--- config.mk ---
export PLATFORM = sky130hd
export DESIGN_NAME = pls_cell
export DESIGN_NICKNAME = d
export VERILOG_FILES = /design/src/rtl/core/pls_pkg.sv /design/src/rtl/core/pls_cell.sv
export SDC_FILE = /design/constraint.sdc
export NUM_CORES = 1
export LEC_CHECK = 0
export BUFFER_PORTS_ARGS = -buffer_cell sky130_fd_sc_hd__clkbuf_2
export CAP_MARGIN = 25
export CORE_MARGIN = 5
export CORE_UTILIZATION = 30
export CTS_CLUSTER_SIZE = 30
export DETAILED_ROUTE_END_ITERATION = 16
export GPL_TIMING_DRIVEN = 0
export PLACE_DENSITY = 0.67
export SYNTH_ARGS = -nofsm -noshare
export SYNTH_HDL_FRONTEND = slang
export SYNTH_SLANG_ARGS = --single-unit
--- constraint.sdc ---
create_clock -name clk -period 4.2 [get_ports clk]
set_clock_uncertainty 0.15 [all_clocks]
set_input_delay 0.84 -clock clk [delete_from_list [all_inputs] [get_ports clk]]
set_output_delay 0.84 -clock clk [all_outputs]
set_load 0.02 [all_outputs]
--- src/rtl/core/pls_pkg.sv ---
// Package: shared types and constants of the positional list store.
`timescale 1ns / 1ps
package pls_pkg;

	localparam int VAL_W      = 32;
	localparam int POS_W      = 7;
	localparam int REQ_W      = 3;
	localparam int STAT_W     = 2;
	localparam int LEN_W      = 7;
	localparam int CNT_MAX_W  = 11;
	localparam int CAPACITY_D = 64;
	localparam int S_DATA_W   = 48;
	localparam int M_DATA_W   = 48;

	typedef enum logic [REQ_W-1:0] {
		REQ_READ      = 3'd0,
		REQ_INSERT_AT = 3'd1,
		REQ_INSERT_HD = 3'd2,
		REQ_INSERT_TL = 3'd3,
		REQ_DELETE    = 3'd4
	} req_t;

	typedef enum logic [STAT_W-1:0] {
		ST_DONE  = 2'd0,
		ST_RANGE = 2'd1,
		ST_FULL  = 2'd2
	} status_t;

	typedef struct packed {
		logic                 ins;
		logic                 del;
		logic [CNT_MAX_W-1:0] pos;
		logic [VAL_W-1:0]     value;
	} cell_ctl_t;

endpackage

--- src/rtl/core/pls_cell.sv ---
// One list entry: hold, load, or take a neighbor's value on insert or delete.
`timescale 1ns / 1ps
module pls_cell #(
	parameter int INDEX = 0
) (
	input  logic                      clk,
	input  pls_pkg::cell_ctl_t        ctl,
	input  logic [pls_pkg::VAL_W-1:0] left_d,
	input  logic [pls_pkg::VAL_W-1:0] right_d,
	output logic [pls_pkg::VAL_W-1:0] data_q
);

	localparam logic [pls_pkg::CNT_MAX_W-1:0] MY_IDX = pls_pkg::CNT_MAX_W'(INDEX);

	always_ff @(posedge clk) begin
		if (ctl.ins) begin
			if (MY_IDX > ctl.pos) begin
				data_q <= left_d;
			end else if (MY_IDX == ctl.pos) begin
				data_q <= ctl.value;
			end
		end else if (ctl.del) begin
			if (MY_IDX >= ctl.pos) begin
				data_q <= right_d;
			end
		end
	end

endmodule

# After elaboration in Yosys (flattened, before gate mapping)
# Cells that the tools add are included.
dict set report op_classes {
  order_cmp 2
  n_eq_ne 1
  n_mux 5
  n_reduce_logical 4
}
# cell n
set op_table {}
lappend op_table {{$mux W32} 5}
lappend op_table {{$ge A1 B11 Y1 const A} 1}
lappend op_table {{$gt A1 B11 Y1 const A} 1}
lappend op_table {{$logic_not A11 Y1} 1}
lappend op_table {{$reduce_bool A2 Y1} 2}
lappend op_table {{$ne A3 B1 Y1 const B} 1}
lappend op_table {{$reduce_and A3 Y1} 1}
dict set report totals {
  register_bits 32
  input_bits 110
  output_inout_bits 32
  elab_cells 13
}

# Longest topological paths before layout
dict set report depth {
  ltp_word 4
  mapped_depth 3
  depth_no_buf 2
}

# Worst setup path before layout
# No wires, ideal clock.
dict set report synth_timing {
  path_kind {in2reg}
  start {input port ctl[39] in the netlist's numbering}
  end {register data_q[0] in the netlist's numbering (enable)}
  setup_ns 0.391
  t_arrival_ns 1.988
  required_ns 3.659
  setup_slack_ns 1.670
  stages 2
  path_buffers 0
  cell_sequence {nor4_1 o2111a_1}
}
dict set report synth_between {
  elab_chain_cells 3
  word_cells_on_any_way 6
  cone_classes {order compare (2); eq/ne (1); reduce/logical (3)}
}
# item line
set synth_lines {}
lappend synth_lines {{start: declaration} pls_cell.sv:7} ;# input pls_pkg::cell_ctl_t ctl,
lappend synth_lines {{$gt A1 B11 Y1, or another cell as far along} pls_cell.sv:17} ;# if (MY_IDX > ctl.pos) begin
lappend synth_lines {{$ne A3 B1 Y1 (no line) or $reduce_bool A2 Y1 (tied branches)} n/a}
lappend synth_lines {{$reduce_and A3 Y1 (no line) *} n/a}
lappend synth_lines {{end signal: assignment} pls_cell.sv:18} ;# data_q <= left_d;
lappend synth_lines {{end signal: assignment} pls_cell.sv:20} ;# data_q <= ctl.value;
lappend synth_lines {{end signal: assignment} pls_cell.sv:24} ;# data_q <= right_d;
lappend synth_lines {{end: declaration} pls_cell.sv:10} ;# output logic [pls_pkg::VAL_W-1:0] data_q
# Every way passes the cells marked *; elsewhere a longest branch is shown, timed or not.
# A chain may end at the register's enable or synchronous reset.

# Final worst setup path
dict set report layout_timing {
  start {input port ctl[40] in the netlist's numbering}
  end {register data_q[7] in the netlist's numbering (enable)}
}
# Same word-level chain as after synthesis.

==> qor.csv <==
metric,value,unit
outcome,finished clean,
cts_buffers,5,
ctsHoldBuffers,0,
met1_usage,11.3,%
report.final.hold_viol_count,0,
postCtsSetupRepairBufs,0,
yosys_register_bits,32,
clock-sinks,32,
max_stage_delay,0.70,ns
hold_depth,2,
largest_reg_flops,32,
setup_slack,1.87,ns
tightestPinTransition,0.704,ns
holdPathEnd,data_q[15]$_DFFE_PP_,
cp_data_required_time,4.03,ns
min_delay_path_class,in -> reg,
global_route.usage.met3,3.84,%
largest_registers,data_q: 32 flops,
drv.max_cap_violation_count,0,
ys.warnings.count,0,
grt-busiest-layer,met2,
placed_cells_incl_taps,251,
die-width,81.4,um
post-place-ws,1.56,ns
power.density,317,mW/mm^2
worst-path-max-fanout,19,
cp_data_arrival_time,2.16,ns
power.total,0.000726,W
cts.path.max_buffers,2,
area_growth,49.8,%
synthesis.area,0.00153,sq mm
post_drt_via_cell_ratio,4.10,
hpwlAfterDp,2900,um
crit_family,compound AO/OA/AOI/OAI gates,
critical_path.n_buffers_inverters,2,
tritoncts,built,
port-buffer-count,108,
critical_path_class,in -> reg,
grt_max_degree,20,
drt-pass1-iter-count,4,
globalplace.congestion,0.701,
final_layout_size_suffix_gt1_share,79.9,%
n_antenna_cell,0,
htree_levels,2,
post-route-util,45.5,%
placement_rows,26,
timing.final.crit_period,2.33,ns
finalSetupViolations,0,
static-leakage-power,1.09,nW
first_global_vias,1062,
design.die.area,0.00663,sq mm
clk_pin_slew_worst_paths,0.07,ns
detail-route-antenna-nets,0,
crit_path_start_kind,input pin,
die_h,81.4,um
endpoint_kind,register,
core_area,0.00504,sq mm
number_of_vias_after_detailed_routing,1061,
maxSlewViolCount,0,
layout_worst_path_cycle_share,55.5,%
grtUsageMet2,19.5,%
timing.setup.tns,0,ns
postRouteWirelength,3490,um
ys_seq_area_share,62.8,%
synthesis.area_per_instance,21.3,sq um
top_register,data_q,
yosysUniqueCellTypes,8,
start_util,30.3,%
antenna_violations_before_repair,0,
post_drt_wl_per_cell,13.5,um
pin_count,142,
globalRoute.totalOverflow,0,
slew_headroom,53.1,%
critical_path.slowest_cell,o2111a_1,
drc_errors_left,0,
grt_setup_unrepaired,no,
final_non_filler_cell_total,259,
vdd.ir_drop.worst,0.135,mV
critical_path.cell_chain,clkbuf_2 -> nor4_1 -> o2111a_1 -> buf_16,
cts_root_buf,clkbuf_8,
global_route.usage.total,10.9,%
post_synth_inst_count,72,
dr.first_iter.drc_count,29,
post_cts_resize_count,0,
max_freq,429,MHz
first_pass_grt_wire_length,5230,um
mappedNetlistNets,182,
nNetsFinal,298,
hold_start,right_d[15],
## how the worst max path moves through the flow
| stage | from | endpoint | slack [ns] | cells past startpoint |
|---|---|---|---|---|
| floorplan | ctl[39] | data_q[0]$_DFFE_PP_ | 1.67 | 2 |
| global placement | ctl[40] | data_q[7]$_DFFE_PP_ | 1.20 | 3 |
| detailed placement | ctl[40] | data_q[7]$_DFFE_PP_ | 1.56 | 4 |
| CTS | ctl[40] | data_q[7]$_DFFE_PP_ | 1.85 | 4 |
| global route | ctl[39] | data_q[7]$_DFFE_PP_ | 1.73 | 4 |
| finish | ctl[40] | data_q[7]$_DFFE_PP_ | 1.87 | 4 |
## through the flow
step	hold slack, ns	area [sq um]
floorplan	0.907	1530
global placement	0.990	2160
detailed placement	0.994	2190
CTS	0.694	2290
global route	0.691	2290
finish	0.710	2290
## report_power, final
part	internal (W)	switching, W	leakage [nW]
Sequential	0.000354	0.0000000341	0.287
Combinational	0.0000660	0.0000257	0.751
Clock	0.000173	0.000107	0.0532
## synth_stat cells
master     n  area, sq um
buf_12     3         60.1
buf_6      1         11.3
edfxtp_1  32          961
mux2_2     3         33.8
mux2_4    29          435
nor3_1     1         5.00
nor4_1     2         12.5
o2111a_1   1         11.3
## cell type report
cell class | count | area, sq um
repair buffers | 109 | 568
multi-input cells | 36 | 498
clock inverters | 3 | 37.5
fillers | 454 | 2750
plain buffers | 4 | 71.3
flip-flops and latches | 32 | 961
well taps | 70 | 87.6
clock buffers | 5 | 68.8
## kinds of logic after synthesis
group,count (synthesis),synth area share [%]
AOI/OAI and AO/OA,1,0.736
buffers and inverters,4,4.66
DFF,32,62.8
muxes,32,30.7
and+or+nand+nor,3,1.14
## metal layers
layer	up-vias	wire length (um)
li1	515	-
met1	485	1200
met2	54	1870
met3	7	352
met4	0	65
met5	-	0
## layout by cell type (no fill, tap or decap)
cell type	Yosys	routed
clkbuf_2	0	108
edfxtp_1	32	32
mux2_4	29	29
clkbuf_8	0	5
buf_12	3	3
mux2_2	3	3
nor4_1	2	2
clkinv_1	0	2
buf_6	1	1
nor3_1	1	1
o2111a_1	1	1
bufinv_16	0	1
buf_16	0	1
Note: power is estimated with default switching activity, not from simulation.
